**src/sv/drbl_pkg.sv**
```systemverilog
`default_nettype none
package drbl_pkg;

  localparam int unsigned NUM_BANKS = 16;
  localparam int unsigned ROW_BYTES = 1024;
  localparam int unsigned ADDR_BITS = 48;

  localparam int unsigned ROW_LOG2 = $clog2(ROW_BYTES);
  localparam int unsigned BANK_W   = $clog2(NUM_BANKS);
  localparam int unsigned ROW_W    = ADDR_BITS - BANK_W;

  localparam int unsigned LAT_W    = 10;
  localparam int unsigned LSL_W    = 4;
  localparam int unsigned DELAY_W  = 12;
  localparam int unsigned CNT_W    = 40;
  localparam int unsigned SUM_W    = 48;
  localparam int unsigned BIDX_W   = 4;

  localparam int unsigned CFG_IDX_W  = 3;
  localparam int unsigned CFG_DATA_W = 10;

  localparam logic [CFG_IDX_W-1:0] CFG_FIXED_MODE    = 3'd0;
  localparam logic [CFG_IDX_W-1:0] CFG_LINE_SIZE_LOG = 3'd1;
  localparam logic [CFG_IDX_W-1:0] CFG_FIXED_LAT     = 3'd2;
  localparam logic [CFG_IDX_W-1:0] CFG_T_ACTIVATE    = 3'd3;
  localparam logic [CFG_IDX_W-1:0] CFG_T_CAS         = 3'd4;
  localparam logic [CFG_IDX_W-1:0] CFG_T_PRECHARGE   = 3'd5;
  localparam logic [CFG_IDX_W-1:0] CFG_T_BUS         = 3'd6;

  localparam logic [LSL_W-1:0] RST_LINE_SIZE_LOG = 4'd6;
  localparam logic [LAT_W-1:0] RST_FIXED_LAT     = 10'd100;
  localparam logic [LAT_W-1:0] RST_T_ACTIVATE    = 10'd45;
  localparam logic [LAT_W-1:0] RST_T_CAS         = 10'd45;
  localparam logic [LAT_W-1:0] RST_T_PRECHARGE   = 10'd45;
  localparam logic [LAT_W-1:0] RST_T_BUS         = 10'd10;

  localparam int unsigned QUEUE_DEPTH = 2;
  localparam int unsigned QPTR_W      = $clog2(QUEUE_DEPTH);
  localparam int unsigned QCNT_W      = $clog2(QUEUE_DEPTH + 1);

  typedef struct packed {
    logic             fixed_mode;
    logic [LSL_W-1:0] line_size_log2;
    logic [LAT_W-1:0] fixed_latency;
    logic [LAT_W-1:0] t_activate;
    logic [LAT_W-1:0] t_cas;
    logic [LAT_W-1:0] t_precharge;
    logic [LAT_W-1:0] t_bus;
  } cfg_t;

  typedef struct packed {
    logic              is_write;
    logic [BANK_W-1:0] bank;
    logic [ROW_W-1:0]  row;
  } req_t;

endpackage
`default_nettype wire

```
**src/sv/drbl_front.sv**
```systemverilog
`default_nettype none
module drbl_front (
  input  var drbl_pkg::cfg_t                      cfg_i,
  input  wire                                     in_valid_i,
  input  wire                                     cmd_i,
  input  wire  [47:0]                             line_addr_i,
  input  wire                                     queue_full_i,
  output logic                                    in_stall_o,
  output logic                                    push_o,
  output drbl_pkg::req_t                          push_req_o
);
  import drbl_pkg::*;

  logic [LSL_W-1:0]     shift;
  logic [ADDR_BITS-1:0] quot;

  // lines larger than a row give one line per row
  always_comb begin
    if (cfg_i.line_size_log2 >= LSL_W'(ROW_LOG2)) begin
      shift = '0;
    end else begin
      shift = LSL_W'(ROW_LOG2) - cfg_i.line_size_log2;
    end
    quot = ADDR_BITS'(line_addr_i) >> shift;
  end

  assign in_stall_o          = queue_full_i;
  assign push_o              = in_valid_i && !queue_full_i;
  assign push_req_o.is_write = cmd_i;
  assign push_req_o.bank     = quot[BANK_W-1:0];
  assign push_req_o.row      = quot[ADDR_BITS-1:BANK_W];

endmodule
`default_nettype wire

```
**src/sv/drbl_queue.sv**
```systemverilog
`default_nettype none
module drbl_queue (
  input  wire                  clk_i,
  input  wire                  rst_ni,
  input  wire                  push_i,
  input  var drbl_pkg::req_t   push_req_i,
  input  wire                  pop_i,
  output logic                 full_o,
  output logic                 empty_o,
  output drbl_pkg::req_t       head_o
);
  import drbl_pkg::*;

  req_t              mem_q [QUEUE_DEPTH];
  logic [QPTR_W-1:0] wr_ptr_q, wr_ptr_d;
  logic [QPTR_W-1:0] rd_ptr_q, rd_ptr_d;
  logic [QCNT_W-1:0] cnt_q, cnt_d;

  assign full_o  = (cnt_q == QCNT_W'(QUEUE_DEPTH));
  assign empty_o = (cnt_q == '0);
  assign head_o  = mem_q[rd_ptr_q];

  always_comb begin
    wr_ptr_d = push_i ? wr_ptr_q + 1'b1 : wr_ptr_q;
    rd_ptr_d = pop_i ? rd_ptr_q + 1'b1 : rd_ptr_q;
    cnt_d    = cnt_q;
    if (push_i && !pop_i) begin
      cnt_d = cnt_q + 1'b1;
    end else if (pop_i && !push_i) begin
      cnt_d = cnt_q - 1'b1;
    end
  end

  always_ff @(posedge clk_i or negedge rst_ni) begin
    if (!rst_ni) begin
      wr_ptr_q <= '0;
      rd_ptr_q <= '0;
      cnt_q    <= '0;
    end else begin
      wr_ptr_q <= wr_ptr_d;
      rd_ptr_q <= rd_ptr_d;
      cnt_q    <= cnt_d;
    end
  end

  always_ff @(posedge clk_i) begin
    if (push_i) begin
      mem_q[wr_ptr_q] <= push_req_i;
    end
  end

endmodule
`default_nettype wire

```
**src/sv/drbl_back.sv**
```systemverilog
`default_nettype none
module drbl_back (
  input  wire                  clk_i,
  input  wire                  rst_ni,
  input  var drbl_pkg::cfg_t   cfg_i,
  input  wire                  empty_i,
  input  var drbl_pkg::req_t   head_i,
  output logic                 pop_o,
  output logic                 out_valid_o,
  input  wire                  out_stall_i,
  output logic [11:0]          access_delay_o,
  output logic                 row_hit_o,
  output logic [3:0]           bank_index_o,
  output logic [39:0]          reads_total_o,
  output logic [39:0]          writes_total_o,
  output logic [47:0]          read_delay_sum_o,
  output logic [47:0]          write_delay_sum_o
);
  import drbl_pkg::*;

  logic [NUM_BANKS-1:0] open_valid_q;
  logic [ROW_W-1:0]     open_row_q [NUM_BANKS];

  logic [CNT_W-1:0] rd_cnt_q, rd_cnt_d, wr_cnt_q, wr_cnt_d;
  logic [SUM_W-1:0] rd_sum_q, rd_sum_d, wr_sum_q, wr_sum_d;

  logic               out_valid_q;
  logic [DELAY_W-1:0] delay_q, delay_d;
  logic               hit_q, hit_d;
  logic [BIDX_W-1:0]  bank_q;

  logic [DELAY_W-1:0] base_delay;
  logic [DELAY_W-1:0] miss_delay;
  logic               row_match;
  logic [CNT_W-1:0]   cnt_sel, cnt_inc;
  logic [SUM_W:0]     sum_add;
  logic [SUM_W-1:0]   sum_sel, sum_new;

  assign pop_o = !empty_i && (!out_valid_q || !out_stall_i);

  always_comb begin
    base_delay = DELAY_W'(cfg_i.t_cas) + DELAY_W'(cfg_i.t_bus);
    miss_delay = DELAY_W'(cfg_i.t_precharge) + DELAY_W'(cfg_i.t_activate);
    row_match  = open_valid_q[head_i.bank] && (open_row_q[head_i.bank] == head_i.row);
    if (cfg_i.fixed_mode) begin
      delay_d = DELAY_W'(cfg_i.fixed_latency);
      hit_d   = 1'b0;
    end else if (row_match && !head_i.is_write) begin
      delay_d = base_delay;
      hit_d   = 1'b1;
    end else begin
      delay_d = base_delay + miss_delay;
      hit_d   = 1'b0;
    end

    // saturating count and sum for the kind of this transaction
    cnt_sel = head_i.is_write ? wr_cnt_q : rd_cnt_q;
    sum_sel = head_i.is_write ? wr_sum_q : rd_sum_q;
    cnt_inc = (&cnt_sel) ? cnt_sel : cnt_sel + 1'b1;
    sum_add = {1'b0, sum_sel} + (SUM_W + 1)'(delay_d);
    sum_new = sum_add[SUM_W] ? '1 : sum_add[SUM_W-1:0];

    rd_cnt_d = rd_cnt_q;
    wr_cnt_d = wr_cnt_q;
    rd_sum_d = rd_sum_q;
    wr_sum_d = wr_sum_q;
    if (head_i.is_write) begin
      wr_cnt_d = cnt_inc;
      wr_sum_d = sum_new;
    end else begin
      rd_cnt_d = cnt_inc;
      rd_sum_d = sum_new;
    end
  end

  always_ff @(posedge clk_i or negedge rst_ni) begin
    if (!rst_ni) begin
      open_valid_q <= '0;
      rd_cnt_q     <= '0;
      wr_cnt_q     <= '0;
      rd_sum_q     <= '0;
      wr_sum_q     <= '0;
      out_valid_q  <= 1'b0;
    end else begin
      if (pop_o) begin
        rd_cnt_q    <= rd_cnt_d;
        wr_cnt_q    <= wr_cnt_d;
        rd_sum_q    <= rd_sum_d;
        wr_sum_q    <= wr_sum_d;
        out_valid_q <= 1'b1;
        if (!cfg_i.fixed_mode) begin
          open_valid_q[head_i.bank] <= 1'b1;
        end
      end else if (!out_stall_i) begin
        out_valid_q <= 1'b0;
      end
    end
  end

  always_ff @(posedge clk_i) begin
    if (pop_o) begin
      delay_q <= delay_d;
      hit_q   <= hit_d;
      bank_q  <= BIDX_W'(head_i.bank);
      if (!cfg_i.fixed_mode) begin
        open_row_q[head_i.bank] <= head_i.row;
      end
    end
  end

  assign out_valid_o       = out_valid_q;
  assign access_delay_o    = delay_q;
  assign row_hit_o         = hit_q;
  assign bank_index_o      = bank_q;
  assign reads_total_o     = rd_cnt_q;
  assign writes_total_o    = wr_cnt_q;
  assign read_delay_sum_o  = rd_sum_q;
  assign write_delay_sum_o = wr_sum_q;

endmodule
`default_nettype wire

```
**src/sv/dram_row_buffer_latency.sv**
```systemverilog
`default_nettype none
// Open-page DRAM latency estimator. Each input transaction (read or write to a
// cache line address) is split into bank and row by the configured line size;
// the front end classifies it and pushes it into a two-entry queue, the back
// end looks up the per-bank open row, works out the latency, updates the row
// table and the saturating read/write statistics, and holds the result in an
// output register. One transaction per cycle is sustained while the output is
// not stalled; each transaction is written into the queue when it is taken and
// moves on through the back end's table lookup into the output register, which
// holds it while the output is stalled. Configuration registers may be written
// only while no transaction is in flight.
module dram_row_buffer_latency (
  input  wire          clk_i,
  input  wire          rst_ni,
  input  wire          cfg_we_i,
  input  wire  [2:0]   cfg_idx_i,
  input  wire  [9:0]   cfg_wdata_i,
  input  wire          in_valid_i,
  output logic         in_stall_o,
  input  wire          cmd_i,
  input  wire  [47:0]  line_addr_i,
  output logic         out_valid_o,
  input  wire          out_stall_i,
  output logic [11:0]  access_delay_o,
  output logic         row_hit_o,
  output logic [3:0]   bank_index_o,
  output logic [39:0]  reads_total_o,
  output logic [39:0]  writes_total_o,
  output logic [47:0]  read_delay_sum_o,
  output logic [47:0]  write_delay_sum_o
);
  import drbl_pkg::*;

  cfg_t cfg_q;
  logic push, pop, full, empty;
  req_t push_req, head;

  always_ff @(posedge clk_i or negedge rst_ni) begin
    if (!rst_ni) begin
      cfg_q.fixed_mode     <= 1'b0;
      cfg_q.line_size_log2 <= RST_LINE_SIZE_LOG;
      cfg_q.fixed_latency  <= RST_FIXED_LAT;
      cfg_q.t_activate     <= RST_T_ACTIVATE;
      cfg_q.t_cas          <= RST_T_CAS;
      cfg_q.t_precharge    <= RST_T_PRECHARGE;
      cfg_q.t_bus          <= RST_T_BUS;
    end else if (cfg_we_i) begin
      case (cfg_idx_i)
        CFG_FIXED_MODE:    cfg_q.fixed_mode     <= cfg_wdata_i[0];
        CFG_LINE_SIZE_LOG: cfg_q.line_size_log2 <= cfg_wdata_i[LSL_W-1:0];
        CFG_FIXED_LAT:     cfg_q.fixed_latency  <= cfg_wdata_i;
        CFG_T_ACTIVATE:    cfg_q.t_activate     <= cfg_wdata_i;
        CFG_T_CAS:         cfg_q.t_cas          <= cfg_wdata_i;
        CFG_T_PRECHARGE:   cfg_q.t_precharge    <= cfg_wdata_i;
        CFG_T_BUS:         cfg_q.t_bus          <= cfg_wdata_i;
        default: ;
      endcase
    end
  end

  drbl_front u_front (
    .cfg_i        (cfg_q),
    .in_valid_i   (in_valid_i),
    .cmd_i        (cmd_i),
    .line_addr_i  (line_addr_i),
    .queue_full_i (full),
    .in_stall_o   (in_stall_o),
    .push_o       (push),
    .push_req_o   (push_req)
  );

  drbl_queue u_queue (
    .clk_i      (clk_i),
    .rst_ni     (rst_ni),
    .push_i     (push),
    .push_req_i (push_req),
    .pop_i      (pop),
    .full_o     (full),
    .empty_o    (empty),
    .head_o     (head)
  );

  drbl_back u_back (
    .clk_i             (clk_i),
    .rst_ni            (rst_ni),
    .cfg_i             (cfg_q),
    .empty_i           (empty),
    .head_i            (head),
    .pop_o             (pop),
    .out_valid_o       (out_valid_o),
    .out_stall_i       (out_stall_i),
    .access_delay_o    (access_delay_o),
    .row_hit_o         (row_hit_o),
    .bank_index_o      (bank_index_o),
    .reads_total_o     (reads_total_o),
    .writes_total_o    (writes_total_o),
    .read_delay_sum_o  (read_delay_sum_o),
    .write_delay_sum_o (write_delay_sum_o)
  );

endmodule
`default_nettype wire

```
**config.mk**
```make
export PLATFORM = sky130hd
export DESIGN_NAME = dram_row_buffer_latency
export DESIGN_NICKNAME = d
export VERILOG_FILES = /design/src/sv/drbl_pkg.sv /design/src/sv/drbl_front.sv /design/src/sv/drbl_queue.sv /design/src/sv/drbl_back.sv /design/src/sv/dram_row_buffer_latency.sv
export SDC_FILE = /design/constraint.sdc
export NUM_CORES = 1
export LEC_CHECK = 0
export BUFFER_PORTS_ARGS = -buffer_cell sky130_fd_sc_hd__buf_2
export CAP_MARGIN = 10
export CORE_MARGIN = 2
export CORE_UTILIZATION = 35
export DETAILED_ROUTE_END_ITERATION = 10
export PLACE_DENSITY_LB_ADDON = 0.2
export SYNTH_ARGS = -nofsm -noshare
export SYNTH_HDL_FRONTEND = slang
export SYNTH_SLANG_ARGS = --single-unit
```
**constraint.sdc**
```tcl
create_clock -name clk_i -period 6.3 [get_ports clk_i]
set_input_delay 0.63 -clock clk_i [delete_from_list [all_inputs] [get_ports clk_i]]
set_output_delay 0.63 -clock clk_i [all_outputs]
set_load 0.02 [all_outputs]
```
==> results.md <==
* Clock H-tree levels at 3
* Power density normalized to cell area at approximately 520 nW/um^2
* Top FF cell, synth: sky130_fd_sc_hd__edfxtp_1
* Worst path bufs/invs at 10
* Number of flops mapped to enable cells by yosys at 819
* Starting density of the core at roughly a third
* Worst R2R Start: u_queue.rd_ptr_q
* Die outline width at 397 um
* Initial DRC Count at between 4000 and 5000
* Clock group share of total power at approximately a fifth
* R2r worst-path depth at 34
* DRC Markers at 0
* Count of final setup violators at 96
* Critical Path AT at 7360 ps
* Setup repair after global routing missed its margin: true
* Pins Over Slew Limit at 0
* Sequential element share of the synthesized area at a little under three fifths
* Average wire per standard cell at approximately 27 um
* Kind of launch point of the worst setup path: register
* Placeable Area at 154000 sq um
* Tightest Pin Transition at ~1300 ps
* Cells on Worst Hold Path at 1
* Combinational share of power at between 50 and 60%
* Syn-to-layout area delta at 26.1%
* Tightest slew margin relative to the limit at between 10% and 20%
* Clock tree from TritonCTS: yes
* Worst clock skew at slightly above 50 ps
* Sequential Power Share at between 20% and 30%
* Die height at approximately 400 um
* Via count at 42157
* Remaining global-route overflow at 0
* Design internal power at 0.0211 W
* Final worst path period share at 107%
* Worst-path maximum fanout at 11
* Row count at 144
* Via count of the first global-routing pass at roughly 41000
* CP Data Required Time at ~6900 ps
* Synth Warn # at 0
* Number of nets in the layout at between 5000 and 6000
* Endpoint of the lowest-slack register-to-register path: u_back.read_delay_sum_o[38]
* Mapped Cells at between 4000 and 5000
* Count of unique library cells instantiated by Yosys at 98
* HP Class: in2reg
* Worst voltage drop across the vdd grid at approximately 0.47 mV
* Post-route antenna net violation count at 0
* Switching share of total power at 40.4%
* Insertion delay of the later-clocked pin in the worst-skew pair at ~750 ps
* Least setup slack across all paths after layout at -429 ps
* Wirelength, routed at 194000 um
* Run status: complete, but fails checks
* Failing checks: setup timing
* Synth top area share at between 40 and 50%
* Most common cell in the synthesized netlist: sky130_fd_sc_hd__edfxtp_1
* #FFs+latches synth at around 1100
* Startpoint of the most critical hold path: cmd_i
* Slack of the worst reg-to-reg path at -430 ps
* Per-cell via count in the routed design at 5.77
* Maximum clock frequency at approximately 150 MHz
* Minimum clock period at 6730 ps
* Largest area contributor in the netlist: sky130_fd_sc_hd__edfxtp_1
* Routability Congestion at 0.893
* Num CTS Buffers at 120
* Count of port buffers added during placement at between 200 and 300
* Num ports at 262
* Leakage Power at between 20 and 30 nW
* Dpl hpwl at about 130000 um
* FFs w/ async S/R, synth at between 20% and 30%
* Category of cells accounting for the largest share of critical-path delay: simple AND/OR/NAND/NOR gates
* Antenna cells at 0
* Average footprint of a synthesized cell at around 12 sq um
* Clk buf depth at 3
* Hold worst-path end: u_queue.mem_q[1][48]
* Cell Area, Synth at about 54000 sq um
* Critical Path Sink Type: register
* Critical Path Slowest Stage Cell: sky130_fd_sc_hd__dfrtp_4
* Total GRT Usage at about a quarter
* Wire length of the first global-routing pass at about 280000 um
* Switching power at 0.0143 W
* First-pass iteration count of the detailed router at 6
* CTS Sinks at approximately 1100
* Maximum cell stage delay along the critical path at 520 ps
* Max-cap violation count at 0
* Fraction of final layout cells with drive strength greater than 1 at between 20% and 30%
* Antenna violations before repair at 4
* Fin. Hold Viols at 0
* Clock slew at reported path FFs at approximately 60 ps
* Main area contributors after synthesis: sky130_fd_sc_hd__edfxtp_1 46%, sky130_fd_sc_hd__dfrtp_1 11%, sky130_fd_sc_hd__mux2i_1 3.2%
* Pre-CTS setup slack at -1250 ps
* Filler cells at 13943
* Leading cell types by count after synthesis: 819 x sky130_fd_sc_hd__edfxtp_1, 426 x sky130_fd_sc_hd__nor2_1, 233 x sky130_fd_sc_hd__dfrtp_1, 228 x sky130_fd_sc_hd__nand2_1, 193 x sky130_fd_sc_hd__inv_1
* Total nets after synthesis at 4594
* Die footprint at around 160000 sq um
* Post-layout util at around 44%
* Buffer cell driving the clock tree root: sky130_fd_sc_hd__clkbuf_16
* Crit Path Class: reg2reg
* Largest net degree at the start of global routing at 120
## sequential cells by signal, summed over array words and instances (netlist names)
name and cells:
u_back.row_hit_o 1, u_back.writes_total_o 40, u_queue.mem_q 98, cfg_q 55, u_queue.cnt_q 2, u_back.reads_total_o 40, u_back.write_delay_sum_o 48, u_back.access_delay_o 12
u_queue.wr_ptr_q 1, u_back.bank_index_o 4, u_back.read_delay_sum_o 48, u_queue.rd_ptr_q 1, u_back.out_valid_o 1, u_back.open_valid_q 16, u_back.open_row_q 704
## placed cells by master (no fill, tap or decap), types with 22 or more instances in the layout
cell type,count
sky130_fd_sc_hd__a21oi_1,79
sky130_fd_sc_hd__a22oi_1,130
sky130_fd_sc_hd__a31oi_1,172
sky130_fd_sc_hd__a41oi_1,103
sky130_fd_sc_hd__a41oi_2,27
sky130_fd_sc_hd__buf_12,86
sky130_fd_sc_hd__buf_2,260
sky130_fd_sc_hd__buf_4,486
sky130_fd_sc_hd__buf_6,50
sky130_fd_sc_hd__clkbuf_1,24
sky130_fd_sc_hd__clkbuf_16,123
sky130_fd_sc_hd__clkinv_1,30
sky130_fd_sc_hd__dfrtp_1,232
sky130_fd_sc_hd__edfxtp_1,819
sky130_fd_sc_hd__ha_1,43
sky130_fd_sc_hd__inv_1,190
sky130_fd_sc_hd__mux2_2,94
sky130_fd_sc_hd__mux2i_1,172
sky130_fd_sc_hd__mux4_2,36
sky130_fd_sc_hd__nand2_1,220
sky130_fd_sc_hd__nand2b_1,136
sky130_fd_sc_hd__nand3_1,70
sky130_fd_sc_hd__nand4_1,46
sky130_fd_sc_hd__nor2_1,395
sky130_fd_sc_hd__nor2_4,31
sky130_fd_sc_hd__nor3_1,26
sky130_fd_sc_hd__nor4_1,24
sky130_fd_sc_hd__nor4bb_1,139
sky130_fd_sc_hd__o21ai_0,34
sky130_fd_sc_hd__o21bai_1,152
sky130_fd_sc_hd__o22a_1,22
sky130_fd_sc_hd__o32a_1,124
sky130_fd_sc_hd__xnor2_1,107
sky130_fd_sc_hd__xor2_1,39
## through the flow
step | cell area, sq um | hold slack, ps | instances | setup TNS [ps] | total power (W)
2_1_floorplan | 54000 | 334 | 4476 | 0 | 0.0187
3_3_place_gp | 61400 | 454 | 6958 | -98500 | 0.0263
3_5_place_dp | 61400 | 451 | 6958 | -93250 | 0.0264
4_1_cts | 67200 | 23.0 | 7276 | -9300 | 0.0346
5_1_grt | 68100 | 54.9 | 7302 | -41900 | 0.0370
6_report | 68100 | 75.4 | 7302 | -24900 | 0.0355
## worst max path at each step
stage / from / to / slack [ps] / cells after the start
after global placement: u_queue.rd_ptr_q / u_back.read_delay_sum_o[37] / -1320 / 30
final: u_queue.rd_ptr_q / u_back.read_delay_sum_o[38] / -430 / 34
after global routing: u_queue.rd_ptr_q / u_back.write_delay_sum_o[17] / -610 / 34
after floorplan: u_queue.rd_ptr_q / u_back.write_delay_sum_o[33] / 10 / 31
after detailed placement: u_queue.rd_ptr_q / u_back.read_delay_sum_o[37] / -1250 / 30
after CTS: u_queue.rd_ptr_q / u_back.read_delay_sum_o[30] / -240 / 33
## worst register-to-register path: cells and delay by family, from the launching register on
| family | cells | cell delay [ps] |
|---|---|---|
| AO/OA/AOI/OAI | 9 | 1260 |
| adder cells (fa/ha/maj) | 2 | 570 |
| buffers and inverters | 10 | 1400 |
| multiplexers | 2 | 430 |
| flip-flops | 1 | 520 |
| AND/OR/NAND/NOR | 10 | 2140 |
| XOR/XNOR | 1 | 310 |
## power groups by stage
stage | Clock (W) | Combinational (W) | Sequential, W
floorplan | 0 | 0.00852 | 0.0102
global placement | 0 | 0.0163 | 0.0100
detailed placement | 0 | 0.0164 | 0.0100
CTS | 0.00713 | 0.0176 | 0.00989
global route | 0.00740 | 0.0196 | 0.00999
finish | 0.00700 | 0.0186 | 0.00990
## layout make-up
class | count | area [sq um] | area share, %
inverters | 195 | 742 | 1.09
flip-flops and latches | 1071 | 30900 | 45.4
clock buffers | 151 | 3210 | 4.71
multi-input cells | 2867 | 22400 | 32.9
repair buffers | 899 | 7580 | 11.1
clock inverters | 75 | 661 | 0.970
well taps | 2044 | 2560 | 3.75
## layer usage
metal	global-route usage, %	part of all wire [%]	wire, um
met5	0	0.015	30
met4	7.60	3.1	5970
met3	3.91	7.4	14300
met2	37.5	46	89100
met1	33.8	44	84600
## cells by family after synthesis
group / synth area share, %
DFF: 57.2
muxes: 6.94
adders and majority gates: 1.24
AOI/OAI and AO/OA: 15.2
and+or+nand+nor: 12.6
xor gates and xnor gates: 2.51
buffers and inverters: 4.32
## what timing repair did
action	in CTS	in global routing
setup buffers	89	33
pin swaps	64	84
gates cloned	6	1
hold endpoints to repair	90	0
hold buffers	1	0
endpoints found under the setup margin	96	96
resized for setup	235	136
Note: power is estimated with default switching activity, not from simulation.
